[src/sv/sgl_pkg.sv]
package sgl_pkg;

	typedef logic [3:0] step_t;

	localparam step_t S_IDLE   = 4'd0;
	localparam step_t S_CHKZ   = 4'd1;
	localparam step_t S_HALVE2 = 4'd2;
	localparam step_t S_HALVEX = 4'd3;
	localparam step_t S_HALVEY = 4'd4;
	localparam step_t S_SUB    = 4'd5;
	localparam step_t S_TESTY  = 4'd6;
	localparam step_t S_GSHIFT = 4'd7;
	localparam step_t S_DIV    = 4'd8;
	localparam step_t S_MULI   = 4'd9;
	localparam step_t S_MUL    = 4'd10;
	localparam step_t S_OWAIT  = 4'd11;
	localparam step_t S_FINISH = 4'd12;

	typedef enum logic [3:0] {
		OP_NOP,
		OP_LOAD,
		OP_HALVE_XY,
		OP_HALVE_X,
		OP_HALVE_Y,
		OP_SUBSWAP,
		OP_DIV_INIT,
		OP_DIV_STEP,
		OP_MUL_INIT,
		OP_MUL_STEP,
		OP_FINISH
	} op_t;

	typedef enum logic [3:0] {
		C_ALWAYS,
		C_IN_TXN,
		C_ZERO,
		C_BOTH_EVEN,
		C_X_EVEN,
		C_Y_EVEN,
		C_Y_NZ,
		C_CNT_RUN,
		C_OUT_FULL
	} cond_t;

	typedef enum logic [1:0] {
		ST_OK   = 2'd0,
		ST_ZERO = 2'd1,
		ST_OVF  = 2'd2
	} status_t;

	typedef struct packed {
		cond_t cond;
		op_t   op;
		step_t tgt_t;
		step_t tgt_f;
	} uword_t;

	typedef struct packed {
		logic zero;
		logic both_even;
		logic x_even;
		logic y_even;
		logic y_nz;
		logic cnt_run;
	} dp_flags_t;

endpackage

[src/sv/sgl_ifs.sv]
interface sgl_in_if #(
	parameter int DATA_WIDTH = 32
);
	logic                         valid;
	logic                         ready;
	logic signed [DATA_WIDTH-1:0] operand_a;
	logic signed [DATA_WIDTH-1:0] operand_b;

	modport source (output valid, output operand_a, output operand_b, input ready);
	modport sink (input valid, input operand_a, input operand_b, output ready);
endinterface

interface sgl_out_if #(
	parameter int DATA_WIDTH = 32
);
	logic                         valid;
	logic                         ready;
	logic        [DATA_WIDTH-2:0] divisor_out;
	logic signed [DATA_WIDTH-1:0] multiple_out;
	sgl_pkg::status_t             status;

	modport source (output valid, output divisor_out, output multiple_out, output status,
		input ready);
	modport sink (input valid, input divisor_out, input multiple_out, input status,
		output ready);
endinterface

[src/sv/signed_gcd_lcm_unit.sv]
// Signed gcd / lcm unit.
// operands (sink): operand_a, operand_b, signed DATA_WIDTH bits.
// results (source): divisor_out = gcd(|a|,|b|), multiple_out = lcm(|a|,|b|),
// negated when either operand is negative, status ok / zero operand / overflow.
// On a zero operand or an lcm above 2^(DATA_WIDTH-1)-1 both values are zero.
// One transaction in gives one transaction out. A microcode sequencer steps a
// single datapath: binary gcd, restoring divide of |a| by the gcd, and
// shift-add multiply by |b|, one bit per cycle.
// A zero operand goes from the zero check straight to the output wait step;
// otherwise the gcd loop halves both values while both are even, then x, then
// y, and subtracts until y is zero, before the divide and multiply. One
// transaction is worked at a time; the next can be accepted once the previous
// result is written.
// A new transaction is accepted while the previous result still waits.
// If the receiver stalls, the next result holds in the wait step until the
// output register is taken. Reset returns to idle with no result pending.
module signed_gcd_lcm_unit #(
	parameter int DATA_WIDTH = 32
) (
	input logic      clk,
	input logic      arst_n,
	sgl_in_if.sink   operands,
	sgl_out_if.source results
);
	import sgl_pkg::*;

	step_t     pc_q, pc_next;
	uword_t    ctl;
	dp_flags_t flags;
	op_t       dp_op;
	logic      cond_true, ov_q;

	sgl_rom u_rom (
		.pc  (pc_q),
		.ctl (ctl)
	);

	assign operands.ready = pc_q == S_IDLE;

	always_comb begin
		unique case (ctl.cond)
			C_ALWAYS:    cond_true = 1'b1;
			C_IN_TXN:    cond_true = operands.valid && operands.ready;
			C_ZERO:      cond_true = flags.zero;
			C_BOTH_EVEN: cond_true = flags.both_even;
			C_X_EVEN:    cond_true = flags.x_even;
			C_Y_EVEN:    cond_true = flags.y_even;
			C_Y_NZ:      cond_true = flags.y_nz;
			C_CNT_RUN:   cond_true = flags.cnt_run;
			C_OUT_FULL:  cond_true = ov_q && !results.ready;
			default:     cond_true = 1'b0;
		endcase
		pc_next = cond_true ? ctl.tgt_t : ctl.tgt_f;
		dp_op   = cond_true ? ctl.op : OP_NOP;
	end

	always_ff @(posedge clk or negedge arst_n) begin
		if (!arst_n) begin
			pc_q <= S_IDLE;
			ov_q <= 1'b0;
		end else begin
			pc_q <= pc_next;
			if (dp_op == OP_FINISH) begin
				ov_q <= 1'b1;
			end else if (results.ready) begin
				ov_q <= 1'b0;
			end
		end
	end

	sgl_datapath #(
		.DATA_WIDTH (DATA_WIDTH)
	) u_datapath (
		.clk          (clk),
		.op           (dp_op),
		.operand_a    (operands.operand_a),
		.operand_b    (operands.operand_b),
		.flags        (flags),
		.divisor_out  (results.divisor_out),
		.multiple_out (results.multiple_out),
		.status       (results.status)
	);

	assign results.valid = ov_q;

	a_accept_to_check: assert property (@(posedge clk) disable iff (!arst_n)
		operands.valid && operands.ready |=> pc_q == S_CHKZ)
		else $error("accepted transaction did not start the zero check");

	a_finish_empty: assert property (@(posedge clk) disable iff (!arst_n)
		pc_q == S_FINISH |-> !ov_q)
		else $error("result written over a pending result");

	a_error_zeros: assert property (@(posedge clk) disable iff (!arst_n)
		results.valid && results.status != ST_OK |->
		results.divisor_out == '0 && results.multiple_out == '0)
		else $error("error result carries nonzero values");

	a_ok_nonzero: assert property (@(posedge clk) disable iff (!arst_n)
		results.valid && results.status == ST_OK |->
		results.divisor_out != '0 && results.multiple_out != '0)
		else $error("ok result carries a zero value");
endmodule

[src/sv/sgl_rom.sv]
module sgl_rom (
	input  sgl_pkg::step_t  pc,
	output sgl_pkg::uword_t ctl
);
	import sgl_pkg::*;

	always_comb begin
		unique case (pc)
			S_IDLE:   ctl = '{C_IN_TXN,    OP_LOAD,     S_CHKZ,   S_IDLE};
			S_CHKZ:   ctl = '{C_ZERO,      OP_NOP,      S_OWAIT,  S_HALVE2};
			S_HALVE2: ctl = '{C_BOTH_EVEN, OP_HALVE_XY, S_HALVE2, S_HALVEX};
			S_HALVEX: ctl = '{C_X_EVEN,    OP_HALVE_X,  S_HALVEX, S_HALVEY};
			S_HALVEY: ctl = '{C_Y_EVEN,    OP_HALVE_Y,  S_HALVEY, S_SUB};
			S_SUB:    ctl = '{C_ALWAYS,    OP_SUBSWAP,  S_TESTY,  S_TESTY};
			S_TESTY:  ctl = '{C_Y_NZ,      OP_NOP,      S_HALVEY, S_GSHIFT};
			S_GSHIFT: ctl = '{C_ALWAYS,    OP_DIV_INIT, S_DIV,    S_DIV};
			S_DIV:    ctl = '{C_CNT_RUN,   OP_DIV_STEP, S_DIV,    S_MULI};
			S_MULI:   ctl = '{C_ALWAYS,    OP_MUL_INIT, S_MUL,    S_MUL};
			S_MUL:    ctl = '{C_CNT_RUN,   OP_MUL_STEP, S_MUL,    S_OWAIT};
			S_OWAIT:  ctl = '{C_OUT_FULL,  OP_NOP,      S_OWAIT,  S_FINISH};
			S_FINISH: ctl = '{C_ALWAYS,    OP_FINISH,   S_IDLE,   S_IDLE};
			default:  ctl = '{C_ALWAYS,    OP_NOP,      S_IDLE,   S_IDLE};
		endcase
	end
endmodule

[src/sv/sgl_datapath.sv]
module sgl_datapath #(
	parameter int DATA_WIDTH = 32
) (
	input  logic                         clk,
	input  sgl_pkg::op_t                 op,
	input  logic signed [DATA_WIDTH-1:0] operand_a,
	input  logic signed [DATA_WIDTH-1:0] operand_b,
	output sgl_pkg::dp_flags_t           flags,
	output logic        [DATA_WIDTH-2:0] divisor_out,
	output logic signed [DATA_WIDTH-1:0] multiple_out,
	output sgl_pkg::status_t             status
);
	import sgl_pkg::*;

	localparam int W  = DATA_WIDTH;
	localparam int KW = $clog2(W);
	localparam int CW = $clog2(W + 1);

	logic [W-1:0]  ma_q, mb_q, x_q, y_q, r_q, q_q;
	logic [KW-1:0] k_q;
	logic [CW-1:0] cnt_q;
	logic          neg_q, zero_q, ovf_q;

	logic [W-1:0]  abs_a, abs_b, rs, msum_add;
	logic          gt, ge;
	logic [W:0]    msum;

	assign abs_a    = operand_a[W-1] ? W'(-operand_a) : W'(operand_a);
	assign abs_b    = operand_b[W-1] ? W'(-operand_b) : W'(operand_b);
	assign gt       = x_q > y_q;
	assign rs       = {r_q[W-2:0], q_q[W-1]};
	assign ge       = rs >= x_q;
	assign msum_add = q_q[W-1] ? mb_q : '0;
	assign msum     = {r_q, 1'b0} + {1'b0, msum_add};

	assign flags.zero      = zero_q;
	assign flags.both_even = !x_q[0] && !y_q[0];
	assign flags.x_even    = !x_q[0];
	assign flags.y_even    = !y_q[0];
	assign flags.y_nz      = y_q != '0;
	assign flags.cnt_run   = cnt_q != CW'(W);

	always_ff @(posedge clk) begin
		unique case (op)
			OP_LOAD: begin
				ma_q   <= abs_a;
				mb_q   <= abs_b;
				x_q    <= abs_a;
				y_q    <= abs_b;
				k_q    <= '0;
				neg_q  <= operand_a[W-1] || operand_b[W-1];
				zero_q <= (operand_a == '0) || (operand_b == '0);
				ovf_q  <= 1'b0;
			end
			OP_HALVE_XY: begin
				x_q <= x_q >> 1;
				y_q <= y_q >> 1;
				k_q <= k_q + 1'b1;
			end
			OP_HALVE_X: x_q <= x_q >> 1;
			OP_HALVE_Y: y_q <= y_q >> 1;
			OP_SUBSWAP: begin
				x_q <= gt ? y_q : x_q;
				y_q <= gt ? x_q - y_q : y_q - x_q;
			end
			OP_DIV_INIT: begin
				x_q   <= x_q << k_q;
				q_q   <= ma_q;
				r_q   <= '0;
				cnt_q <= '0;
			end
			OP_DIV_STEP: begin
				r_q   <= ge ? rs - x_q : rs;
				q_q   <= {q_q[W-2:0], ge};
				cnt_q <= cnt_q + 1'b1;
			end
			OP_MUL_INIT: begin
				r_q   <= '0;
				cnt_q <= '0;
				ovf_q <= 1'b0;
			end
			OP_MUL_STEP: begin
				if (msum[W:W-1] != 2'b00) begin
					ovf_q <= 1'b1;
				end
				r_q   <= msum[W-1:0];
				q_q   <= q_q << 1;
				cnt_q <= cnt_q + 1'b1;
			end
			OP_FINISH: begin
				if (zero_q) begin
					status       <= ST_ZERO;
					divisor_out  <= '0;
					multiple_out <= '0;
				end else if (ovf_q) begin
					status       <= ST_OVF;
					divisor_out  <= '0;
					multiple_out <= '0;
				end else begin
					status       <= ST_OK;
					divisor_out  <= x_q[W-2:0];
					multiple_out <= neg_q ? -$signed(r_q) : $signed(r_q);
				end
			end
			default: begin
			end
		endcase
	end
endmodule

[src/flat_wrapper.sv]
// flat-port wrapper written by rule: the top's interface ports become plain ports
module signed_gcd_lcm_unit_flat import sgl_pkg::*;
#(
	parameter int DATA_WIDTH = 32
)
  (clk, arst_n, operands_valid, operands_operand_a, operands_operand_b, operands_ready, results_valid, results_divisor_out, results_multiple_out, results_status, results_ready);
  sgl_in_if #(.DATA_WIDTH(DATA_WIDTH)) operands_i ();
  sgl_out_if #(.DATA_WIDTH(DATA_WIDTH)) results_i ();
  input logic clk;
  input logic arst_n;
  input wire logic [$bits(operands_i.valid)-1:0] operands_valid;
  input wire logic [$bits(operands_i.operand_a)-1:0] operands_operand_a;
  input wire logic [$bits(operands_i.operand_b)-1:0] operands_operand_b;
  output wire logic [$bits(operands_i.ready)-1:0] operands_ready;
  output wire logic [$bits(results_i.valid)-1:0] results_valid;
  output wire logic [$bits(results_i.divisor_out)-1:0] results_divisor_out;
  output wire logic [$bits(results_i.multiple_out)-1:0] results_multiple_out;
  output wire logic [$bits(results_i.status)-1:0] results_status;
  input wire logic [$bits(results_i.ready)-1:0] results_ready;
  assign operands_i.valid = operands_valid;
  assign operands_i.operand_a = operands_operand_a;
  assign operands_i.operand_b = operands_operand_b;
  assign operands_ready = operands_i.ready;
  assign results_valid = results_i.valid;
  assign results_divisor_out = results_i.divisor_out;
  assign results_multiple_out = results_i.multiple_out;
  assign results_status = results_i.status;
  assign results_i.ready = results_ready;
  signed_gcd_lcm_unit #(.DATA_WIDTH(DATA_WIDTH)) u_core (.clk(clk), .arst_n(arst_n), .operands(operands_i), .results(results_i));
endmodule
[config.mk]
export PLATFORM = sky130hd
export DESIGN_NAME = signed_gcd_lcm_unit_flat
export DESIGN_NICKNAME = d
export VERILOG_FILES = /design/src/sv/sgl_pkg.sv /design/src/sv/sgl_ifs.sv /design/src/sv/signed_gcd_lcm_unit.sv /design/src/sv/sgl_rom.sv /design/src/sv/sgl_datapath.sv /design/src/flat_wrapper.sv
export SDC_FILE = /design/constraint.sdc
export NUM_CORES = 1
export LEC_CHECK = 0
export BUFFER_PORTS_ARGS = -buffer_cell sky130_fd_sc_hd__clkbuf_2
export CORE_ASPECT_RATIO = 0.5
export CORE_MARGIN = 5
export CORE_UTILIZATION = 42
export DETAILED_ROUTE_END_ITERATION = 12
export PLACE_DENSITY = 0.57
export SYNTH_ARGS = -nofsm -noshare
export SYNTH_HDL_FRONTEND = slang
export SYNTH_SLANG_ARGS = --single-unit
[constraint.sdc]
create_clock -name clk -period 7.2 [get_ports clk]
set_clock_uncertainty 0.1 [all_clocks]
set_input_delay 1.44 -clock clk [delete_from_list [all_inputs] [get_ports clk]]
set_output_delay 1.44 -clock clk [all_outputs]
set_load 0.01 [all_outputs]
---- Word level (Yosys, flattened, before mapping) ----
Memory sizes are Yosys's and may differ from the RTL's.
Cells that the tools add are included.
storage, ports and cells
  ROM bits ................................ 256
  output and inout port bits .............. 67
  register bits after elaboration ......... 276
  RAM bits ................................ 0
  memories ................................ 1
  bits in latches ......................... 0
cells by class
  reductions and logical operators ........ 30
  equality and inequality tests ........... 21
  bitwise logic cells ..................... 0
  multiply operators ...................... 0
  divide/modulo/power cells ............... 0
  $add $sub $neg .......................... 9
  $lt $le $gt $ge ......................... 2
  shift-type cells ........................ 1
  mux-type cells .......................... 21
memory list
  memory           depth  bits a word  rd ports  clocked after memory_dff  wr ports  RTL line      RTL
  (no name shown)  16     16           1         0                         0         sgl_rom.sv:8  unique case (pc)
operators by type and width
  cell                 count
  $pmux 32 s3          3
  $mux 32              7
  $pmux 32 s4          1
  $neg 32->32          3
  $sub 32x32->32       3
  $logic_not 32->1     2
  $add 33x32->33       1
  $eq 4x3->1 const B   8
  $ge 32x32->1         1
  $gt 32x32->1         1
  $reduce_bool 32->1   1
  $shl 32x5->32        1
  $eq 4x2->1 const B   4
  $eq 4x4->1 const B   4
  $pmux 6 s2           1
  $reduce_or 2->1      6
  $pmux 5 s2           1
  $reduce_bool 2->1    5
  $pmux 1 s9           1
  $reduce_bool 3->1    3
  $eq 4x1->1 const B   2
  $logic_not 4->1      2
  $mux 4               2
  $add 6x1->6 const B  1
  11 further kinds     20

---- Logic depth before layout (Yosys ltp) ----
Gate-level depths: netlist of run 1.
  depth in word-level cells ............... 8
  depth in mapped cells ................... 17
  gate-level depth less buffers ........... 14

---- Hierarchy ----
From an unflattened synthesis of run 1, not the netlist that was laid out.
unflattened totals
  cells, all modules ...................... 2,270
  area total of the unflattened synthesis .. 21,639.5 µm²
by module, submodules not included
  module               cells each  area each (µm²)  seq. area each (µm²)  times used
  sgl_datapath         2,190       20,977.6         8,137.8               1
  sgl_rom              50          335.3            0.0                   1
  signed_gcd_lcm_unit  30          326.6            125.1                 1

---- Least setup slack after synthesis of run 1 ----
Ideal clock, no wire load.
  path kind ............................... input -> register
  start ................................... input port results_ready
  end ..................................... register u_core.u_datapath.r_q[0] (enable)
  buffers on the path ..................... 2
  stages on the path ...................... 6
  arrival time ............................ 4.989 ns
  setup slack ............................. 1.640 ns
  data required time ...................... 6.630 ns
  path through ............................ nand2b_1 -> a311o_1 -> o211ai_1 -> clkbuf_1 -> buf_1 -> a21boi_0
on the way
  word-level cells in the longest chain between the ends .. 7
  elaborated cells between the ends (all ways) .. 10
  classes of those cells .................. eq/ne: 4; mux: 2; reduce/logical: 4
ends and longest elaborated chain
  element                                          RTL line                   RTL
  from (decl)                                      flat_wrapper.sv:19         input wire logic [$bits(results_i.ready)-1:0] results_ready;
  $logic_not 1->1 (*)                              signed_gcd_lcm_unit.sv:50  C_OUT_FULL: cond_true = ov_q && !results.ready;
  $logic_and 1x1->1 (*)                            signed_gcd_lcm_unit.sv:50
  $pmux 1 s9 (*)                                   signed_gcd_lcm_unit.sv:41  unique case (ctl.cond)
  $mux 4 (*)                                       signed_gcd_lcm_unit.sv:54  dp_op = cond_true ? ctl.op : OP_NOP;
  $eq 4x4->1 / $eq 4x3->1 (equally long branches)  sgl_datapath.sv:44         unique case (op)
  $reduce_or 2->1 (no source line)                 n/a
  $reduce_bool 3->1 (no source line) (*)           n/a
  to (signal assigned)                             sgl_datapath.sv:73         r_q <= ge ? rs - x_q : rs;
  to (signal assigned)                             sgl_datapath.sv:86         r_q <= msum[W-1:0];
  to (decl)                                        sgl_datapath.sv:19         logic [W-1:0] ma_q, mb_q, x_q, y_q, r_q, q_q;
Every way passes the cells marked *; elsewhere a longest branch is shown, timed or not.
A chain may end at the register's enable or synchronous reset.

---- Worst setup path in the final report of run 1 ----
  start ................................... register u_core.u_datapath.y_q[5]
  end ..................................... register u_core.u_datapath.q_q[7] (enable)
on the way
  word-level cells in the longest chain between the ends .. 5
  elaborated cells between the ends (all ways) .. 7
  classes of those cells .................. eq/ne: 3; mux: 2; reduce/logical: 2
ends and longest elaborated chain
  element                                          RTL line                   RTL
  from (decl)                                      sgl_datapath.sv:19
  from (signal assigned)                           sgl_datapath.sv:49         y_q <= abs_b;
  from (signal assigned)                           sgl_datapath.sv:57         y_q <= y_q >> 1;
  from (signal assigned)                           sgl_datapath.sv:61         OP_HALVE_Y: y_q <= y_q >> 1;
  $reduce_bool 32->1 (*)                           sgl_datapath.sv:40         assign flags.y_nz = y_q != '0;
  $pmux 1 s9 (*)                                   signed_gcd_lcm_unit.sv:41
  $mux 4 (*)                                       signed_gcd_lcm_unit.sv:54
  $eq 4x4->1 / $eq 4x3->1 (equally long branches)  sgl_datapath.sv:44
  $reduce_bool 3->1 (no source line) (*)           n/a
  to (signal assigned)                             sgl_datapath.sv:68         q_q <= ma_q;
  to (signal assigned)                             sgl_datapath.sv:74         q_q <= {q_q[W-2:0], ge};
  to (signal assigned)                             sgl_datapath.sv:87         q_q <= q_q << 1;
  to (decl)                                        sgl_datapath.sv:19
Marked as above.

==> impl_metrics.xml, run 1 <==
<?xml version="1.0" encoding="UTF-8"?>
<metrics>
  <group name="run_status">
    <metric name="status" unit="">finished clean</metric>
  </group>
  <group name="yosys">
    <metric name="yosysWarnings" unit="">0</metric>
    <metric name="synth.net_count" unit="">2511</metric>
    <metric name="netlist_top_cells_count" unit="">271 x sky130_fd_sc_hd__edfxtp_1, 219 x sky130_fd_sc_hd__nor2_1, 172 x sky130_fd_sc_hd__a21oi_1</metric>
    <metric name="synth.most_common_cell" unit="">sky130_fd_sc_hd__edfxtp_1</metric>
    <metric name="synth_area_leaders" unit="">sky130_fd_sc_hd__edfxtp_1 37%, sky130_fd_sc_hd__ha_1 8.0%, sky130_fd_sc_hd__xnor2_1 4.5%</metric>
    <metric name="post-synth-top-area-cell" unit="">sky130_fd_sc_hd__edfxtp_1</metric>
    <metric name="mappedNetlistArea" unit="sq mm">0.02177</metric>
    <metric name="syn-instance-count" unit="">2299</metric>
    <metric name="synth_top_area_share" unit="%">37.38</metric>
    <metric name="synth_edf_count" unit="">271</metric>
    <metric name="synth_sequential_area_ratio" unit="%">37.96</metric>
    <metric name="synth_flop_cell" unit="">sky130_fd_sc_hd__edfxtp_1</metric>
    <metric name="postSynthRegisterBits" unit="">276</metric>
    <metric name="syn-mean-instance-area" unit="sq um">9.469</metric>
    <metric name="post_synth_num_cell_types" unit="">78</metric>
    <metric name="synth_async_sr_flop_share" unit="%">1.812</metric>
  </group>
  <group name="critical_path">
    <metric name="critical_path.startpoint" unit="">u_core.u_datapath.y_q[5]</metric>
    <metric name="reg_to_reg_critical_path_endpoint" unit="">u_core.u_datapath.q_q[7]</metric>
    <metric name="worstPathCellList" unit="">nor4_1, nand4_1, o21ai_0, o2111a_1, o211ai_1, buf_4, nand3_1, buf_4, inv_1, nor2_4, nand2_1, buf_4</metric>
    <metric name="critical_path_rt" unit="ns">7.37</metric>
    <metric name="timing.critical_path.mode_cell" unit="">sky130_fd_sc_hd__buf_4</metric>
    <metric name="max_stage_delay" unit="ns">0.94</metric>
    <metric name="cp-end-kind" unit="">register</metric>
    <metric name="cp_max_fo" unit="">39</metric>
    <metric name="startpoint_type" unit="">register</metric>
    <metric name="worst_path_cell_with_the_longest_stage_delay" unit="">sky130_fd_sc_hd__nor2_4</metric>
    <metric name="criticalPathCategory" unit="">reg2reg</metric>
    <metric name="register_to_register_setup_slack" unit="ns">2.07</metric>
    <metric name="worst_ep_arrival_time" unit="ns">5.30</metric>
    <metric name="reg2reg_depth" unit="">12</metric>
    <metric name="regToRegStartpoint" unit="">u_core.u_datapath.y_q[5]</metric>
  </group>
  <group name="detailed_routing">
    <metric name="finalWirelength" unit="mm">69.73</metric>
    <metric name="post_dr_wirelength_cell" unit="um">22.58</metric>
    <metric name="drt_iter0_drc" unit="">2137</metric>
    <metric name="antenna_left" unit="">0</metric>
    <metric name="via_per_inst" unit="">5.990</metric>
    <metric name="detail_route.first_pass.iterations" unit="">7</metric>
    <metric name="post-route-drc-count" unit="">0</metric>
    <metric name="dr_total_vias" unit="">18498</metric>
  </group>
  <group name="layout">
    <metric name="num-nets-final" unit="">2579</metric>
    <metric name="regArea" unit="sq mm">0.008263</metric>
    <metric name="filler_cell_count" unit="">4943</metric>
    <metric name="area_growth" unit="%">10.19</metric>
    <metric name="diodes" unit="">0</metric>
    <metric name="multiInputGateArea" unit="sq mm">0.01259</metric>
    <metric name="final_layout_size_suffix_gt1_share" unit="%">13.03</metric>
  </group>
  <group name="global_route">
    <metric name="vias_in_the_first_global_route" unit="">17285</metric>
    <metric name="grt_pass1_wl" unit="mm">105.5</metric>
    <metric name="initial_antenna_violation_count" unit="">0</metric>
    <metric name="globalRoute.totalOverflow" unit="">0</metric>
    <metric name="grt_use_total" unit="%">23.61</metric>
    <metric name="grt_max_degree" unit="">66</metric>
  </group>
  <group name="place">
    <metric name="buffer_ports.inserted" unit="">134</metric>
    <metric name="dpl.hpwl" unit="mm">54.06</metric>
    <metric name="gp_congestion" unit="">0.9688</metric>
  </group>
  <group name="cts">
    <metric name="holdBufCountCts" unit="">0</metric>
    <metric name="total_of_cells_resized_after_clock_tree_synthesis" unit="">0</metric>
    <metric name="cts_made_buffers" unit="">28</metric>
    <metric name="clkTransAtPathRegs" unit="ns">0.07</metric>
    <metric name="tritoncts" unit="">yes</metric>
    <metric name="clkLatencyLatePin" unit="ns">0.58</metric>
    <metric name="cts_root_buf" unit="">sky130_fd_sc_hd__clkbuf_16</metric>
    <metric name="htreeDepth" unit="">1</metric>
    <metric name="cts.sinks" unit="">276</metric>
    <metric name="post_cts.repair.setup_buffers" unit="">0</metric>
    <metric name="clk_path_buf_depth" unit="">3</metric>
  </group>
  <group name="floorplanning">
    <metric name="design.die.area" unit="sq mm">0.05676</metric>
    <metric name="top_level_ports" unit="">135</metric>
    <metric name="starting_utilization_of_the_core_area" unit="%">42.19</metric>
    <metric name="dieHeight" unit="um">171.0</metric>
    <metric name="core.rowCount" unit="">59</metric>
    <metric name="placeableCoreArea" unit="sq mm">0.05160</metric>
    <metric name="die_x" unit="um">332.0</metric>
  </group>
  <group name="hold_path">
    <metric name="path_category_of_the_worst_min_delay_check" unit="">reg2reg</metric>
    <metric name="cells_on_worst_hold_path" unit="">2</metric>
    <metric name="hold-path-endpoint" unit="">u_core.results.valid</metric>
    <metric name="holdCritStartpoint" unit="">u_core.results.valid</metric>
  </group>
  <group name="sta">
    <metric name="layout_min_cycle_time" unit="ns">5.131</metric>
    <metric name="fmax" unit="MHz">194.9</metric>
    <metric name="report.final.slew_viol_count" unit="">0</metric>
    <metric name="final.hold.worst_slack" unit="ns">0.4455</metric>
    <metric name="setup_viol" unit="">0</metric>
    <metric name="setup_tns" unit="ns">0</metric>
    <metric name="fin_crit_sh" unit="%">71.26</metric>
    <metric name="max_slew.worst_pin.slew" unit="ns">1.061</metric>
    <metric name="grt_setup_unrepaired" unit="">false</metric>
    <metric name="number_of_hold_violations_in_the_final_report" unit="">0</metric>
    <metric name="slew-limit-headroom" unit="%">29.12</metric>
  </group>
  <group name="flow_run">
    <metric name="timing.max_cap.violations" unit="">0</metric>
  </group>
</metrics>
==> registers in the layout, summed over array words and instances (netlist names), 2 cells and up <==
register and count:
u_core.pc_q 4, u_core.u_datapath.cnt_q 6, u_core.u_datapath.divisor_out 31, u_core.u_datapath.k_q 5, u_core.u_datapath.ma_q 32, u_core.u_datapath.mb_q 32, u_core.u_datapath.multiple_out 32, u_core.u_datapath.q_q 32
u_core.u_datapath.r_q 32, u_core.u_datapath.status 2, u_core.u_datapath.x_q 32, u_core.u_datapath.y_q 32
==> critical path, delay by kind of cell (launching register included) <==
kind | cells | cell delay [ns]
buffers and inverters | 4 | 1.32
flip-flops | 1 | 0.60
AND/OR/NAND/NOR | 5 | 2.11
AO/OA/AOI/OAI | 3 | 0.59
==> worst max-delay path by stage <==
stage | endpoint | slack, ns
2_1_floorplan | u_core.u_datapath.r_q[0] | 1.64
3_3_place_gp | u_core.u_datapath.q_q[0] | 2.15
3_5_place_dp | u_core.u_datapath.q_q[2] | 2.16
4_1_cts | u_core.u_datapath.q_q[4] | 2.11
5_1_grt | u_core.u_datapath.q_q[4] | 1.90
6_report | u_core.u_datapath.q_q[7] | 2.07
==> through the flow <==
stage          setup WS, ns  instances  util, %  cell area [sq um]
2_1_floorplan         1.640       2299        -              21770
5_1_grt               1.900       3088    46.49              23990
6_report              2.069       3088    46.49              23990
3_5_place_dp          2.160       3038    44.71              23070
3_3_place_gp          2.147       3038    44.71              23070
4_1_cts               2.109       3088    46.49              23990
==> per-layer routing <==
layer,GRT usage (%),wire length (um),vias to the layer above
li1,-,-,8721
met1,36.26,33580,8955
met2,35.51,29140,749
met3,3.985,5892,73
met4,3.878,1117,0
met5,0,0,-
==> kinds of logic after synthesis <==
family          Yosys count  synth area share [%]
flops                   276                 37.96
buf+inv                 244                 4.391
mux                     127                 7.506
compound gates          697                 20.72
xor+xnor                176                 7.081
simple gates            635                 13.93
fa+ha+maj               144                 8.414
==> placed cells by master, fill, tap and decap left out, types with 10 or more instances in the layout <==
cell                          n
sky130_fd_sc_hd__o21ai_1     13
sky130_fd_sc_hd__a211oi_1    16
sky130_fd_sc_hd__clkbuf_16   28
sky130_fd_sc_hd__o211ai_1    22
sky130_fd_sc_hd__o21ai_0    147
sky130_fd_sc_hd__a31oi_1     17
sky130_fd_sc_hd__buf_4       29
sky130_fd_sc_hd__xnor2_1    111
sky130_fd_sc_hd__o21bai_1    24
sky130_fd_sc_hd__nor2_1     217
sky130_fd_sc_hd__nor4_1      17
sky130_fd_sc_hd__o21a_1      10
sky130_fd_sc_hd__xor2_1      65
sky130_fd_sc_hd__nand3_1     27
sky130_fd_sc_hd__edfxtp_1   271
sky130_fd_sc_hd__clkbuf_2   134
sky130_fd_sc_hd__o41ai_1     14
sky130_fd_sc_hd__o22ai_1     28
sky130_fd_sc_hd__nand4_1     22
sky130_fd_sc_hd__a221o_1     10
sky130_fd_sc_hd__and2_1      36
sky130_fd_sc_hd__nand2b_1    28
sky130_fd_sc_hd__a21oi_1    170
sky130_fd_sc_hd__mux2i_1     53
sky130_fd_sc_hd__nor3_1      33
sky130_fd_sc_hd__or3_1       25
sky130_fd_sc_hd__inv_1      117
sky130_fd_sc_hd__mux4_2      23
sky130_fd_sc_hd__ha_1       140
sky130_fd_sc_hd__o31ai_1     32
sky130_fd_sc_hd__mux2_2      50
sky130_fd_sc_hd__and3_1      11
sky130_fd_sc_hd__a22oi_1     38
sky130_fd_sc_hd__or2_2       10
sky130_fd_sc_hd__a21o_1      64
sky130_fd_sc_hd__nor2b_1     17
sky130_fd_sc_hd__a221oi_1    15
sky130_fd_sc_hd__nand2_1    156
==> layout make-up <==
| class | count | share of cell area, % |
|---|---|---|
| Timing Repair Buffer | 163 | 3.703 |
| Clock buffer | 34 | 3.015 |
| Tap cell | 701 | 3.656 |
| Inverter | 119 | 1.862 |
| Clock inverter | 16 | 0.8189 |
| Multi-Input combinational cell | 1779 | 52.50 |
| Sequential cell | 276 | 34.45 |
Power of run 1 is not shown: default switching activity piles up to over one toggle a cycle in this logic, so the estimate is an artifact.
==> inputs of run 2 (changes only) <==
==> constraint.sdc (replaced) <==
create_clock -name clk -period 5.05 [get_ports clk]
set_clock_uncertainty 0.1 [all_clocks]
set_input_delay 1.01 -clock clk [delete_from_list [all_inputs] [get_ports clk]]
set_output_delay 1.01 -clock clk [all_outputs]
set_load 0.01 [all_outputs]
==> run 2 against run 1 <==
Against the previous run:
- first-iteration DRC count fell by 4.2%
- maximum frequency rose by 10%
- hold slack got worse by 0.31 ns
- highest routed layer is now met5
- count of clock-buffer cells in the layout did not move
- setup slack got worse by 1.7 ns
- global-route usage rose by 1.6 points
- die area did not move
- largest cell class unchanged
- via count rose by 1.0%
- cell area rose by 1.5%
- cell count rose by 1.3%
- routed wire length rose by 6.3%
- non-clock buffer count rose by 37
==> impl_metrics.xml, run 2 (synthesis gave the netlist of run 1 again) <==
<?xml version="1.0" encoding="UTF-8"?>
<metrics>
  <group name="run_status">
    <metric name="status" unit="">finished clean</metric>
  </group>
  <group name="detailed_routing">
    <metric name="post_dr_wirelength_cell" unit="um">23.68</metric>
    <metric name="antenna_left" unit="">0</metric>
    <metric name="finalWirelength" unit="mm">74.10</metric>
    <metric name="detail_route.first_pass.iterations" unit="">6</metric>
    <metric name="via_per_inst" unit="">5.973</metric>
    <metric name="post-route-drc-count" unit="">0</metric>
    <metric name="drt_iter0_drc" unit="">2048</metric>
    <metric name="dr_total_vias" unit="">18689</metric>
  </group>
  <group name="sta">
    <metric name="number_of_hold_violations_in_the_final_report" unit="">0</metric>
    <metric name="report.final.slew_viol_count" unit="">0</metric>
    <metric name="grt_setup_unrepaired" unit="">false</metric>
    <metric name="fin_crit_sh" unit="%">92.01</metric>
    <metric name="max_slew.worst_pin.slew" unit="ns">1.179</metric>
    <metric name="fmax" unit="MHz">215.2</metric>
    <metric name="setup_viol" unit="">0</metric>
    <metric name="setup_tns" unit="ns">0</metric>
    <metric name="slew-limit-headroom" unit="%">21.43</metric>
    <metric name="layout_min_cycle_time" unit="ns">4.647</metric>
  </group>
  <group name="critical_path">
    <metric name="register_to_register_setup_slack" unit="ns">0.40</metric>
    <metric name="cp_max_fo" unit="">11</metric>
    <metric name="worst_path_cell_with_the_longest_stage_delay" unit="">sky130_fd_sc_hd__or4_4</metric>
    <metric name="criticalPathCategory" unit="">reg2reg</metric>
    <metric name="startpoint_type" unit="">register</metric>
    <metric name="worstPathCellList" unit="">inv_1, ha_1, nand4_1, or3_1, or4_4, or4_4, o21ai_2, buf_4, mux2_2, a41oi_1, xor2_1, o21ai_1</metric>
    <metric name="worst_ep_arrival_time" unit="ns">4.87</metric>
    <metric name="critical_path_rt" unit="ns">5.27</metric>
    <metric name="max_stage_delay" unit="ns">0.56</metric>
    <metric name="timing.critical_path.mode_cell" unit="">sky130_fd_sc_hd__or4_4</metric>
    <metric name="cp-end-kind" unit="">register</metric>
  </group>
  <group name="layout">
    <metric name="final_layout_size_suffix_gt1_share" unit="%">14.42</metric>
    <metric name="mostFrequentLayoutCell" unit="">sky130_fd_sc_hd__edfxtp_1</metric>
    <metric name="num-nets-final" unit="">2617</metric>
    <metric name="layout_common_cells" unit="">271 x sky130_fd_sc_hd__edfxtp_1, 217 x sky130_fd_sc_hd__nor2_1, 170 x sky130_fd_sc_hd__a21oi_1</metric>
    <metric name="area_growth" unit="%">11.87</metric>
    <metric name="instances_no_fill" unit="">3129</metric>
    <metric name="diodes" unit="">0</metric>
  </group>
  <group name="global_route">
    <metric name="grt_pass1_wl" unit="mm">110.9</metric>
    <metric name="vias_in_the_first_global_route" unit="">17850</metric>
    <metric name="grt_use_total" unit="%">25.17</metric>
    <metric name="globalRoute.totalOverflow" unit="">0</metric>
    <metric name="grt_max_degree" unit="">58</metric>
    <metric name="initial_antenna_violation_count" unit="">1</metric>
  </group>
  <group name="cts">
    <metric name="holdBufCountCts" unit="">0</metric>
    <metric name="clk_path_buf_depth" unit="">3</metric>
    <metric name="post_cts.repair.setup_buffers" unit="">0</metric>
    <metric name="cts_made_buffers" unit="">29</metric>
    <metric name="tritoncts" unit="">yes</metric>
    <metric name="clkTransAtPathRegs" unit="ns">0.08</metric>
    <metric name="cts_root_buf" unit="">sky130_fd_sc_hd__clkbuf_16</metric>
    <metric name="clkLatencyLatePin" unit="ns">0.59</metric>
    <metric name="total_of_cells_resized_after_clock_tree_synthesis" unit="">0</metric>
    <metric name="htreeDepth" unit="">1</metric>
    <metric name="cts.sinks" unit="">276</metric>
  </group>
  <group name="floorplanning">
    <metric name="placeableCoreArea" unit="sq mm">0.05160</metric>
    <metric name="design.die.area" unit="sq mm">0.05676</metric>
    <metric name="starting_utilization_of_the_core_area" unit="%">42.19</metric>
    <metric name="core.rowCount" unit="">59</metric>
    <metric name="top_level_ports" unit="">135</metric>
    <metric name="dieHeight" unit="um">171.0</metric>
    <metric name="die_x" unit="um">332.0</metric>
  </group>
  <group name="place">
    <metric name="dpl.hpwl" unit="mm">57.67</metric>
    <metric name="dp_cells" unit="">3075</metric>
    <metric name="gp_congestion" unit="">0.9634</metric>
    <metric name="buffer_ports.inserted" unit="">134</metric>
  </group>
  <group name="hold_path">
    <metric name="path_category_of_the_worst_min_delay_check" unit="">in2async</metric>
  </group>
  <group name="flow_run">
    <metric name="timing.max_cap.violations" unit="">0</metric>
  </group>
</metrics>
run 2: routing by layer:
| layer | GRT usage, % | share of wire (%) | wire (um) | vias up |
|---|---|---|---|---|
| met4 | 4.540 | 1.9 | 1433 | 4 |
| met5 | 1.637 | 0.19 | 141 | - |
| li1 | - | - | - | 8791 |
| met2 | 37.79 | 41 | 30720 | 717 |
| met1 | 37.17 | 47 | 34960 | 9110 |
| met3 | 6.203 | 9.2 | 6845 | 67 |
run 2: final timing paths:
kind | start | end | cells past startpoint
max in group asynchronous | arst_n | u_core.pc_q[1] | 1
min in group clk | u_core.results.valid | u_core.results.valid | 2
worst max register to register | u_core.u_datapath.x_q[16] | u_core.u_datapath.y_q[29] | 12
worst min-delay path | arst_n | u_core.results.valid | 1
worst max-delay path | u_core.u_datapath.x_q[16] | u_core.u_datapath.y_q[29] | 12
worst min register to register | u_core.results.valid | u_core.results.valid | 2
run 2: area by class of cell:
cell class              count  area (sq um)
clock inverters            20         234.0
flip-flops and latches    276          8263
clock buffers              34         744.5
multi-input cells        1779         12590
well taps                 701         877.1
fillers                  4969         27250
inverters                 119         446.7
repair buffers            200          1204
run 2: stage by stage:
step                cell area (sq um)  setup slack, ns  hold WS [ns]  util [%]
floorplan                       21770          0.04453        0.3666         -
global route                    24350           0.2218        0.1377     47.20
CTS                             24350           0.4974        0.1147     47.20
global placement                23380           0.5452        0.4106     45.30
detailed placement              23380           0.5023        0.4146     45.30
finish                          24350           0.4033        0.1389     47.20
run 2: critical path: cells and delay by family, from the launching register on:
| kind | cells | cell delay (ns) |
|---|---|---|
| flops | 1 | 0.47 |
| xor+xnor | 1 | 0.17 |
| buf+inv | 2 | 0.48 |
| fa+ha+maj | 1 | 0.51 |
| mux | 1 | 0.38 |
| simple gates | 4 | 1.71 |
| compound gates | 3 | 0.59 |
Power of run 2 is left out for the same reason.
